===== config.mk =====
export PLATFORM = sky130hd
export DESIGN_NAME = life_rule_row_stepper_unit_flat
export DESIGN_NICKNAME = d
export VERILOG_FILES = /design/src/hdl/lrs_pkg.sv /design/src/hdl/lrs_row_if.sv /design/src/hdl/lrs_res_if.sv /design/src/hdl/lrs_cfg_if.sv /design/src/hdl/lrs_cell.sv /design/src/hdl/lrs_row_lanes.sv /design/src/hdl/lrs_merge_queue.sv /design/src/hdl/life_rule_row_stepper_unit.sv /design/src/flat_wrapper.sv
export SDC_FILE = /design/constraint.sdc
export NUM_CORES = 2
export LEC_CHECK = 0
export BUFFER_PORTS_ARGS = -buffer_cell sky130_fd_sc_hd__buf_4
export CORE_ASPECT_RATIO = 0.9
export CORE_UTILIZATION = 44
export DETAILED_ROUTE_END_ITERATION = 8
export PLACE_DENSITY = 0.57
export RECOVER_POWER = 50
export SLEW_MARGIN = 25
export SYNTH_ARGS = -nofsm -noshare
export SYNTH_HDL_FRONTEND = slang
export SYNTH_SLANG_ARGS = --single-unit

===== constraint.sdc =====
create_clock -name clk_i -period 5.8 [get_ports clk_i]
set_input_delay 0.58 -clock clk_i [delete_from_list [all_inputs] [get_ports clk_i]]
set_output_delay 0.58 -clock clk_i [all_outputs]
set_load 0.02 [all_outputs]

===== src/hdl/lrs_pkg.sv =====
package lrs_pkg;

  // Fixed widths of the row and configuration fields
  localparam int unsigned ROW_BITS = 64;
  localparam int unsigned LEN_BITS = 7;

  // Row length after reset: every column in use
  localparam logic [LEN_BITS-1:0] ROW_LEN_RESET = 7'd64;

  // Number of rows of the current grid kept in the window
  typedef enum logic [1:0] {
    HELD_NONE = 2'd0,
    HELD_ONE  = 2'd1,
    HELD_TWO  = 2'd2
  } held_e;

  // One result transaction
  typedef struct packed {
    logic [ROW_BITS-1:0] next_row;
    logic                frame_end;
  } res_t;

  // Which of the two computed rows enter the output queue this cycle
  typedef struct packed {
    logic first;
    logic second;
  } push_t;

endpackage


===== src/hdl/lrs_row_if.sv =====
interface lrs_row_if;
  logic                         valid;
  logic                         ready;
  logic [lrs_pkg::ROW_BITS-1:0] row_cells;
  logic                         last_row;

  modport source (output valid, output row_cells, output last_row, input ready);
  modport sink (input valid, input row_cells, input last_row, output ready);
endinterface


===== src/hdl/lrs_res_if.sv =====
interface lrs_res_if;
  logic                         valid;
  logic                         ready;
  logic [lrs_pkg::ROW_BITS-1:0] next_row;
  logic                         frame_end;

  modport source (output valid, output next_row, output frame_end, input ready);
  modport sink (input valid, input next_row, input frame_end, output ready);
endinterface


===== src/hdl/lrs_cfg_if.sv =====
interface lrs_cfg_if;
  logic                         valid;
  logic                         ready;
  logic [lrs_pkg::LEN_BITS-1:0] row_length;

  modport source (output valid, output row_length, input ready);
  modport sink (input valid, input row_length, output ready);
endinterface


===== src/hdl/lrs_cell.sv =====
module lrs_cell (
  input  logic [2:0] above_i,
  input  logic [2:0] mid_i,
  input  logic [2:0] below_i,
  output logic       alive_o
);
  logic [3:0] nbr_count;

  // Count the eight neighbours around the centre cell
  always_comb begin
    nbr_count = 4'({3'b000, above_i[0]}) + 4'({3'b000, above_i[1]})
              + 4'({3'b000, above_i[2]}) + 4'({3'b000, mid_i[0]})
              + 4'({3'b000, mid_i[2]})   + 4'({3'b000, below_i[0]})
              + 4'({3'b000, below_i[1]}) + 4'({3'b000, below_i[2]});
  end

  // Birth on three, survival on two or three
  assign alive_o = (nbr_count == 4'd3) || ((nbr_count == 4'd2) && mid_i[1]);

endmodule


===== src/hdl/lrs_row_lanes.sv =====
module lrs_row_lanes #(
  parameter int unsigned CELLS = 64
) (
  input  logic [CELLS-1:0] above_i,
  input  logic [CELLS-1:0] mid_i,
  input  logic [CELLS-1:0] below_i,
  input  logic [CELLS-1:0] mask_i,
  output logic [CELLS-1:0] next_row_o
);
  logic [CELLS+1:0] above_ext;
  logic [CELLS+1:0] mid_ext;
  logic [CELLS+1:0] below_ext;
  logic [CELLS-1:0] lane_alive;

  // Pad with a dead column at each edge
  assign above_ext = {1'b0, above_i, 1'b0};
  assign mid_ext   = {1'b0, mid_i, 1'b0};
  assign below_ext = {1'b0, below_i, 1'b0};

  // One lane per column, each seeing its own 3x3 window
  for (genvar k = 0; k < CELLS; k++) begin : g_lane
    lrs_cell u_cell (
      .above_i (above_ext[k+2:k]),
      .mid_i   (mid_ext[k+2:k]),
      .below_i (below_ext[k+2:k]),
      .alive_o (lane_alive[k])
    );
  end

  // Drop columns beyond the row length
  assign next_row_o = lane_alive & mask_i;

endmodule


===== src/hdl/lrs_merge_queue.sv =====
module lrs_merge_queue (
  input  logic                   clk_i,
  input  logic                   rst_ni,
  input  lrs_pkg::push_t         push_i,
  input  lrs_pkg::res_t          first_i,
  input  lrs_pkg::res_t          second_i,
  output logic                   room_o,
  lrs_res_if.source              res_o
);
  import lrs_pkg::*;

  localparam int unsigned QDEPTH = 4;
  localparam int unsigned PTR_W  = $clog2(QDEPTH);
  localparam int unsigned CNT_W  = PTR_W + 1;

  res_t             slot_q [QDEPTH];
  logic [PTR_W-1:0] wr_ptr_q, wr_ptr_d;
  logic [PTR_W-1:0] rd_ptr_q, rd_ptr_d;
  logic [CNT_W-1:0] count_q, count_d;
  logic [PTR_W-1:0] second_ptr;
  logic [CNT_W-1:0] push_cnt;
  logic             pop;

  // Room for two results keeps a final row from ever overflowing
  assign room_o = (count_q <= CNT_W'(QDEPTH - 2));

  assign res_o.valid     = (count_q != '0);
  assign res_o.next_row  = slot_q[rd_ptr_q].next_row;
  assign res_o.frame_end = slot_q[rd_ptr_q].frame_end;
  assign pop             = res_o.valid & res_o.ready;

  // Place the second row behind the first when both arrive
  assign second_ptr = wr_ptr_q + PTR_W'(push_i.first);
  assign push_cnt   = CNT_W'(push_i.first) + CNT_W'(push_i.second);

  // Advance pointers and occupancy
  always_comb begin
    wr_ptr_d = wr_ptr_q + PTR_W'(push_cnt);
    rd_ptr_d = rd_ptr_q + PTR_W'(pop);
    count_d  = count_q + push_cnt - CNT_W'(pop);
  end

  always_ff @(posedge clk_i or negedge rst_ni) begin
    if (!rst_ni) begin
      wr_ptr_q <= '0;
      rd_ptr_q <= '0;
      count_q  <= '0;
    end else begin
      wr_ptr_q <= wr_ptr_d;
      rd_ptr_q <= rd_ptr_d;
      count_q  <= count_d;
    end
  end

  // Store result payloads
  always_ff @(posedge clk_i) begin
    if (push_i.first) begin
      slot_q[wr_ptr_q] <= first_i;
    end
    if (push_i.second) begin
      slot_q[second_ptr] <= second_i;
    end
  end

endmodule


===== src/hdl/life_rule_row_stepper_unit.sv =====
// Throughput: one row per cycle while the queue has room; a final row yields two
// results unless it is its grid's only row, and the port drains one result
// per cycle while res_o.ready is high, from a four-entry queue, which sets the
// sustained rate. Input ready drops while fewer than two queue slots are free.
// Reset (rst_ni low, asynchronous): window and queue empty, row length 64.
module life_rule_row_stepper_unit #(
  parameter int unsigned MAX_ROW_CELLS = 64
) (
  input  logic                     clk_i,
  input  logic                     rst_ni,
  lrs_cfg_if.sink                  cfg_i,
  lrs_row_if.sink                  row_i,
  lrs_res_if.source                res_o
);
  import lrs_pkg::*;

  logic [LEN_BITS-1:0]      row_length_q;
  logic [MAX_ROW_CELLS-1:0] upper_q;
  logic [MAX_ROW_CELLS-1:0] middle_q;
  held_e                    held_q;
  logic [MAX_ROW_CELLS-1:0] active_mask;
  logic [MAX_ROW_CELLS-1:0] row_in;
  logic [MAX_ROW_CELLS-1:0] above_a;
  logic [MAX_ROW_CELLS-1:0] mid_b;
  logic [MAX_ROW_CELLS-1:0] row_a;
  logic [MAX_ROW_CELLS-1:0] row_b;
  logic                     room;
  logic                     accept;
  push_t                    push;
  res_t                     res_first;
  res_t                     res_second;

  // Configuration register
  assign cfg_i.ready = 1'b1;

  always_ff @(posedge clk_i or negedge rst_ni) begin
    if (!rst_ni) begin
      row_length_q <= ROW_LEN_RESET;
    end else if (cfg_i.valid) begin
      row_length_q <= cfg_i.row_length;
    end
  end

  // Columns in use; the lane count saturates the row length
  for (genvar k = 0; k < MAX_ROW_CELLS; k++) begin : g_mask
    assign active_mask[k] = (row_length_q > LEN_BITS'(k));
  end

  assign row_in      = row_i.row_cells[MAX_ROW_CELLS-1:0] & active_mask;
  assign row_i.ready = room;
  assign accept      = row_i.valid & room;

  // Window for the middle row, and for the incoming row when it closes the grid
  assign above_a = (held_q == HELD_TWO) ? upper_q : '0;
  assign mid_b   = (held_q == HELD_NONE) ? '0 : middle_q;

  lrs_row_lanes #(.CELLS(MAX_ROW_CELLS)) u_lanes_mid (
    .above_i    (above_a),
    .mid_i      (middle_q),
    .below_i    (row_in),
    .mask_i     (active_mask),
    .next_row_o (row_a)
  );

  lrs_row_lanes #(.CELLS(MAX_ROW_CELLS)) u_lanes_last (
    .above_i    (mid_b),
    .mid_i      (row_in),
    .below_i    ('0),
    .mask_i     (active_mask),
    .next_row_o (row_b)
  );

  // Widen lane results to the port width
  always_comb begin
    res_first                                  = '0;
    res_first.next_row[MAX_ROW_CELLS-1:0]      = row_a;
    res_first.frame_end                        = 1'b0;
    res_second                                 = '0;
    res_second.next_row[MAX_ROW_CELLS-1:0]     = row_b;
    res_second.frame_end                       = 1'b1;
  end

  assign push.first  = accept & (held_q != HELD_NONE);
  assign push.second = accept & row_i.last_row;

  // Shift the row window, clear it at the end of a grid
  always_ff @(posedge clk_i or negedge rst_ni) begin
    if (!rst_ni) begin
      upper_q  <= '0;
      middle_q <= '0;
      held_q   <= HELD_NONE;
    end else if (accept) begin
      if (row_i.last_row) begin
        upper_q  <= '0;
        middle_q <= '0;
        held_q   <= HELD_NONE;
      end else if (held_q == HELD_NONE) begin
        upper_q  <= '0;
        middle_q <= row_in;
        held_q   <= HELD_ONE;
      end else begin
        upper_q  <= middle_q;
        middle_q <= row_in;
        held_q   <= HELD_TWO;
      end
    end
  end

  lrs_merge_queue u_queue (
    .clk_i    (clk_i),
    .rst_ni   (rst_ni),
    .push_i   (push),
    .first_i  (res_first),
    .second_i (res_second),
    .room_o   (room),
    .res_o    (res_o)
  );

endmodule

===== src/flat_wrapper.sv =====
// flat-port wrapper written by rule: the top's interface ports become plain ports
module life_rule_row_stepper_unit_flat import lrs_pkg::*;
#(
  parameter int unsigned MAX_ROW_CELLS = 64
)
  (clk_i, rst_ni, cfg_i_valid, cfg_i_row_length, cfg_i_ready, row_i_valid, row_i_row_cells, row_i_last_row, row_i_ready, res_o_valid, res_o_next_row, res_o_frame_end, res_o_ready);
  lrs_cfg_if cfg_i_i ();
  lrs_row_if row_i_i ();
  lrs_res_if res_o_i ();
  input  logic clk_i;
  input  logic rst_ni;
  input wire logic [$bits(cfg_i_i.valid)-1:0] cfg_i_valid;
  input wire logic [$bits(cfg_i_i.row_length)-1:0] cfg_i_row_length;
  output wire logic [$bits(cfg_i_i.ready)-1:0] cfg_i_ready;
  input wire logic [$bits(row_i_i.valid)-1:0] row_i_valid;
  input wire logic [$bits(row_i_i.row_cells)-1:0] row_i_row_cells;
  input wire logic [$bits(row_i_i.last_row)-1:0] row_i_last_row;
  output wire logic [$bits(row_i_i.ready)-1:0] row_i_ready;
  output wire logic [$bits(res_o_i.valid)-1:0] res_o_valid;
  output wire logic [$bits(res_o_i.next_row)-1:0] res_o_next_row;
  output wire logic [$bits(res_o_i.frame_end)-1:0] res_o_frame_end;
  input wire logic [$bits(res_o_i.ready)-1:0] res_o_ready;
  assign cfg_i_i.valid = cfg_i_valid;
  assign cfg_i_i.row_length = cfg_i_row_length;
  assign cfg_i_ready = cfg_i_i.ready;
  assign row_i_i.valid = row_i_valid;
  assign row_i_i.row_cells = row_i_row_cells;
  assign row_i_i.last_row = row_i_last_row;
  assign row_i_ready = row_i_i.ready;
  assign res_o_valid = res_o_i.valid;
  assign res_o_next_row = res_o_i.next_row;
  assign res_o_frame_end = res_o_i.frame_end;
  assign res_o_i.ready = res_o_ready;
  life_rule_row_stepper_unit #(.MAX_ROW_CELLS(MAX_ROW_CELLS)) u_core (.clk_i(clk_i), .rst_ni(rst_ni), .cfg_i(cfg_i_i), .row_i(row_i_i), .res_o(res_o_i));
endmodule

# Yosys cells after proc, flatten, opt, wreduce, memory -nomap -nowiden
# Memories as Yosys holds them, arrays and structs flattened.
# Cells that the tools add are included.
[classes]
addsub = 698
n_mul = 0
div_mod_pow = 0
magnitude_cmp = 65
eq_ne = 257
n_shift = 0
muxes = 10
bitwise = 7
n_reduce_logical = 259
[ops]
columns = ["operator", "n"]
rows = [
  ["$add A4 B1 Y4", 440],
  ["$eq A4 B2 Y1 const B", 256],
  ["$add A2 B1 Y3", 126],
  ["$mux W64", 4],
  ["$add A1 B1 Y2", 127],
  ["$gt A7 B6 Y1 const B", 32],
  ["$and A64 B64 Y64", 3],
  ["$logic_and A1 B1 Y1", 128],
  ["$logic_or A1 B1 Y1", 128],
  ["$gt A7 B5 Y1 const B", 16],
  ["$gt A7 B4 Y1 const B", 8],
  ["$gt A7 B3 Y1 const B", 4],
  ["$gt A7 B1 Y1 const B", 2],
  ["$gt A7 B2 Y1 const B", 2],
  ["$add A2 B1 Y2", 2],
  ["$and A1 B1 Y1", 4],
  ["$mux W1", 4],
  ["$mux W2", 2],
  ["$add A3 B2 Y3", 1],
  ["$le A3 B2 Y1 const B", 1],
  ["$reduce_bool A3 Y1", 1],
  ["$sub A3 B1 Y3", 1],
  ["$add A2 B2 Y2", 1],
  ["$eq A2 B2 Y1 const B", 1],
  ["other kinds (2)", 2],
]
[word_totals]
ff_bits = 144
latch_bits = 0
ram_bits = 260
romBits = 0
inputBits = 77
wordCells = 1304
mem_count = 1
[memory_table]
columns = ["name", "depth", "width", "read_ports", "rd_ports_with_merged_regs", "write_ports", "line", "rtl"]
rows = [
  ["u_core.u_queue.slot_q", 4, 65, 1, 0, 2, "lrs_merge_queue.sv:16", "res_t slot_q [QDEPTH];"],
]

# Longest topological paths before layout
[logic_depth]
ltp_word = 13
depth_mapped = 16
mapped_depth_nobuf = 14

# Hierarchy
# A second synthesis with hierarchy kept.
[hier_totals]
hier_cells = 3669
area_unflattened_um2 = 42395.7
[modules_own_cells]
columns = ["module", "n_inst", "cells_per_inst", "area_per_inst_um2", "seq_area_each_um2"]
rows = [
  ["lrs_merge_queue", 1, 669, 12864.8, 7982.7],
  ["lrs_cell (u_core.u_lanes_last.g_lane[26].u_cell ...)", 67, 17, 162.7, 0.0],
  ["lrs_cell (u_core.u_lanes_last.g_lane[0].u_cell ...)", 61, 17, 177.7, 0.0],
  ["life_rule_row_stepper_unit", 1, 694, 6986.7, 3429.5],
  ["lrs_row_lanes", 2, 65, 404.1, 0.0],
]

# Worst setup path after synthesis
# Ideal clock, no wire load.
[synth_path]
path_kind = "register -> register"
from = "register u_core.u_queue.count_q[0]"
to = "memory u_core.u_queue.slot_q[2][10] (netlist bit) (enable)"
arrival_ns = 3.913
required_ns = 5.376
setup_slack_ns = 1.464
path_stages_with_launch = 12
n_path_buf = 5
path_cell_list = "dfrtp_1 -> a21oi_4 -> nand2_1 -> clkbuf_1 -> clkbuf_1 -> nor2_1 -> ha_1 -> clkbuf_1 -> or3_1 -> buf_2 -> buf_4 -> nand2_1"
[synth_rtl]
columns = ["element", "line", "rtl"]
rows = [
  ["start: declaration", "lrs_merge_queue.sv:19", "logic [CNT_W-1:0] count_q, count_d;"],
  ["start signal: assignment", "lrs_merge_queue.sv:51", "count_q <= count_d;"],
  ["end: declaration", "lrs_merge_queue.sv:16", ""],
]

==> results.rst <==
.. list-table::
   :header-rows: 1

   * - Metric
     - Value
   * - Largest stage delay on the critical path
     - between 3 and 4 ns
   * - NumNets Final
     - 3,741
   * - Static Leak
     - between 15 and 20 nW
   * - Maximum number of pins on one net before global-route repair
     - 80
   * - Global-route wire length before repair
     - about 150,000 um
   * - Min setup slack post-route
     - ~0.55 ns
   * - Clock Pin Slew Worst Setup and Hold Paths
     - roughly 0.060 ns
   * - Total clock sinks
     - ~400
   * - Achievable Freq
     - approximately 0.19 GHz
   * - Post-synth cell types
     - slightly above 70
   * - Die area
     - around 77,000 sq um
   * - Critical path start-end classification
     - reg -> reg
   * - Max-slew violation count
     - ~420
   * - Area of the core
     - between 70,000 and 80,000 sq um
   * - Initial core utilization
     - 44.6%
   * - Setup_tns
     - 0 ns
   * - Detailed-routing iteration count for the pre-antenna-repair pass
     - 5
   * - Violated checks
     - capacitance limit, slew limit
   * - Number of enable flip-flop cells after synthesis
     - 256
   * - Filler Cell Count
     - between 6,000 and 7,000
   * - Unrepaired setup endpoints after global routing
     - no
   * - Worst path bufs/invs
     - 2
   * - Mapped Avg Cell Area
     - 11.5 sq um
   * - Net switching power
     - between 7 and 8 mW
   * - Transition time at the pin with the least slew margin
     - between 4 and 5 ns
   * - H-tree lvl count
     - 2
   * - Run status
     - finished with violations
   * - Post-route antenna net violation count
     - 0
   * - Final setup viols
     - 0
   * - Area used by sequential logic in the layout
     - approximately 11,000 sq um
   * - Sequential fraction of design power
     - between 20% and 30%
   * - Total Wirelength
     - ~100,000 um
   * - Clock latency on the worst-skew pair
     - approximately 0.61 ns
   * - Final cycle utilization of the critical path
     - 90.5%
   * - Average routed wire per standard cell
     - 24.4 um
   * - Post-Synthesis Cell Area
     - between 30,000 and 40,000 sq um
   * - Slew margin rel.
     - -188%
   * - Fraction of final layout cells sized beyond drive strength 1
     - under 10%
   * - Commonest cells in the netlist
     - 520 x sky130_fd_sc_hd__inv_1, 380 x sky130_fd_sc_hd__fa_1, 294 x sky130_fd_sc_hd__o22ai_1, 265 x sky130_fd_sc_hd__ha_1, 256 x sky130_fd_sc_hd__edfxtp_1
   * - Antenna violations before repair
     - 1
   * - Biggest area contributors in the synthesized netlist
     - sky130_fd_sc_hd__edfxtp_1 23%, sky130_fd_sc_hd__fa_1 23%, sky130_fd_sc_hd__dfrtp_1 11%
   * - Internal power summed over all cells
     - 8.82 mW
   * - Placement Setup Slack
     - between 0.9 and 1 ns
   * - Top-area cell type share of the netlist area
     - a little under a quarter
   * - Via count of the first global-routing pass
     - around 26,000
   * - Non-filler cells in the finished layout
     - 4,031
   * - Estimated wirelength of the detail-placed design
     - between 70,000 and 80,000 um
   * - Clock network fraction of design power
     - 19.8%
   * - Area Growth Syn to Fin
     - 10.5%
   * - Cell type contributing the most total cell area after synthesis
     - sky130_fd_sc_hd__edfxtp_1
   * - Root Driver
     - sky130_fd_sc_hd__clkbuf_16
   * - Via-to-Cell Ratio
     - 5.96
   * - Synthesized net count
     - between 3,000 and 4,000
   * - Worst clock skew
     - 0.0241 ns
   * - Total clock buffers created by CTS
     - 49
   * - Reg2Reg Setup Slack
     - ~0.55 ns
   * - Remaining global-route overflow
     - 0
   * - Synth warnings
     - 0
   * - Maximum buffer depth of the clock tree
     - 3
   * - Share of power burned in combinational logic
     - 53.7%
   * - Ordered cell list for the critical path
     - a21oi_1 > nand2_2 > clkbuf_1 > nor4b_4 > o31ai_4 > buf_4 > o22ai_1
   * - 1st-iter DRT viols
     - 1,927
   * - Min-delay worst type
     - in -> async
   * - Number of cells in the design after placement
     - between 3,000 and 4,000
   * - Primary flip-flop cell chosen by synthesis mapping
     - sky130_fd_sc_hd__edfxtp_1
   * - Number of top-level pins
     - around 150
   * - Max Fanout on Critical Path
     - 73
   * - Critical path's slowest cell
     - sky130_fd_sc_hd__clkbuf_1
   * - Worst IR drop on VDD
     - 0.240 mV
   * - Number of instances in the synthesized netlist
     - approximately 3,000
   * - Number of design rule violations left after detail routing
     - 0
   * - Cell family with the largest share of critical-path delay
     - buffers and inverters
   * - Data arrival, critical path
     - approximately 5.6 ns
   * - Port Buffer Count
     - roughly 140
   * - Rows
     - 95
   * - Total of cells resized after clock tree synthesis
     - 0
   * - Share of synthesized registers carrying an async set or reset
     - 35.6%
   * - Leading cell type by number of instances after synthesis
     - sky130_fd_sc_hd__inv_1
   * - Synthesis-stage register bit count
     - between 400 and 500
   * - Routed vias
     - 24,000
   * - Final Critical Period
     - roughly 5.2 ns
   * - Chip Height
     - 263 um
   * - Kind of start point of the critical path
     - flop
   * - Post CTS Setup Buffer Count
     - 0
   * - Overall power of the completed layout
     - between 15 and 20 mW
   * - Area used by multi-input combinational logic
     - around 20,000 sq um
   * - Category of the worst setup path capture point
     - flop
   * - TritonCTS clock tree
     - built
   * - Sequential share of the synthesized area
     - between 30% and 40%
   * - Final hold violations
     - 0
   * - Die X
     - 293 um
   * - Count of hold-fix buffers inserted at cts
     - 0
   * - Final weighted congestion of routability-driven global placement
     - 0.872
   * - Reported max-cap violation count
     - 9
   * - Data required time of the critical path
     - about 6 ns
   * - Total routing usage reported by global routing
     - a little over a quarter
   * - Minimum hold slack
     - between 0.07 and 0.08 ns
   * - Total power per unit cell area
     - 441 nW/um^2
   * - Switching Share
     - a little under half
cell type report:
type                       instances  area share (%)
sequential                       404            30.8
clock buffer                      64            3.81
tap                              970            3.29
inverter                         521            5.29
clock inverter                    28           0.698
timing repair buffer             180            3.09
antenna                            1         0.00678
multi-input combinational       1863            53.0
power groups by stage:
stage               Sequential [mW]  Combinational [mW]  Clock, mW
global placement               4.35                8.58          0
floorplan                      4.06                6.35          0
CTS                            4.32                9.05       3.27
finish                         4.32                8.74       3.22
detailed placement             4.37                8.98          0
global route                   4.40                9.86       3.37
cells in the final DEF, fill, tap and decap left out, types with 65 or more instances in the layout:
cell                       synthesis  layout
sky130_fd_sc_hd__dfrtp_1         143     142
sky130_fd_sc_hd__ha_1            265     265
sky130_fd_sc_hd__nand2_1         179     175
sky130_fd_sc_hd__clkbuf_1         51      71
sky130_fd_sc_hd__mux4_2           65      65
sky130_fd_sc_hd__buf_4            12     107
sky130_fd_sc_hd__nand3_1          66      65
sky130_fd_sc_hd__o21ai_0         100     100
sky130_fd_sc_hd__o22ai_1         294     294
sky130_fd_sc_hd__a21oi_1          69      70
sky130_fd_sc_hd__a22o_1           75      75
sky130_fd_sc_hd__edfxtp_1        256     256
sky130_fd_sc_hd__fa_1            380     380
sky130_fd_sc_hd__inv_1           520     521
routing by layer:
layer / up-vias / GRT usage [%] / wire length (um)
met5: - / 0 / 0
met3: 180 / 3.57 / 6130
met1: 12500 / 35.3 / 41500
met4: 0 / 8.26 / 2930
met2: 823 / 43.2 / 47700
li1: 10600 / - / -
metrics by stage:
stage | area, sq um | util (%)
detailed placement | 35500 | 47.5
floorplan | 33400 | -
finish | 36900 | 49.3
global route | 36900 | 49.3
CTS | 37200 | 49.7
global placement | 35500 | 47.5
registers in the layout, indices dropped and copies added, names as in the netlist:
register                 flops
u_core.row_length_q          7
u_core.middle_q             64
u_core.u_queue.count_q       3
u_core.held_q                2
u_core.u_queue.wr_ptr_q      2
u_core.upper_q              64
u_core.u_queue.rd_ptr_q      2
u_core.u_queue.slot_q      260
cells by family after synthesis:
kind of cell / after synthesis / synth area share, %
buf+inv: 648 / 7.62
simple gates: 502 / 8.33
mux: 73 / 4.65
xor+xnor: 8 / 0.210
compound gates: 634 / 12.5
flops: 404 / 34.0
other cells: 1 / 0.0112
fa+ha+maj: 645 / 32.7
path summary, 6_finish.rpt:
kind	from	endpoint	depth (start not counted)
max	u_core.u_queue.count_q[0]	u_core.u_queue.slot_q[2][39]	7
min reg2reg	u_core.u_queue.slot_q[3][0]	u_core.u_queue.slot_q[3][0]	2
min in group clk_i	cfg_i_row_length[2]	u_core.row_length_q[2]	2
min	rst_ni	u_core.middle_q[19]	1
max in group asynchronous	rst_ni	u_core.upper_q[42]	2
max reg2reg	u_core.u_queue.count_q[0]	u_core.u_queue.slot_q[2][39]	7
(Power assumes the default switching activity.)
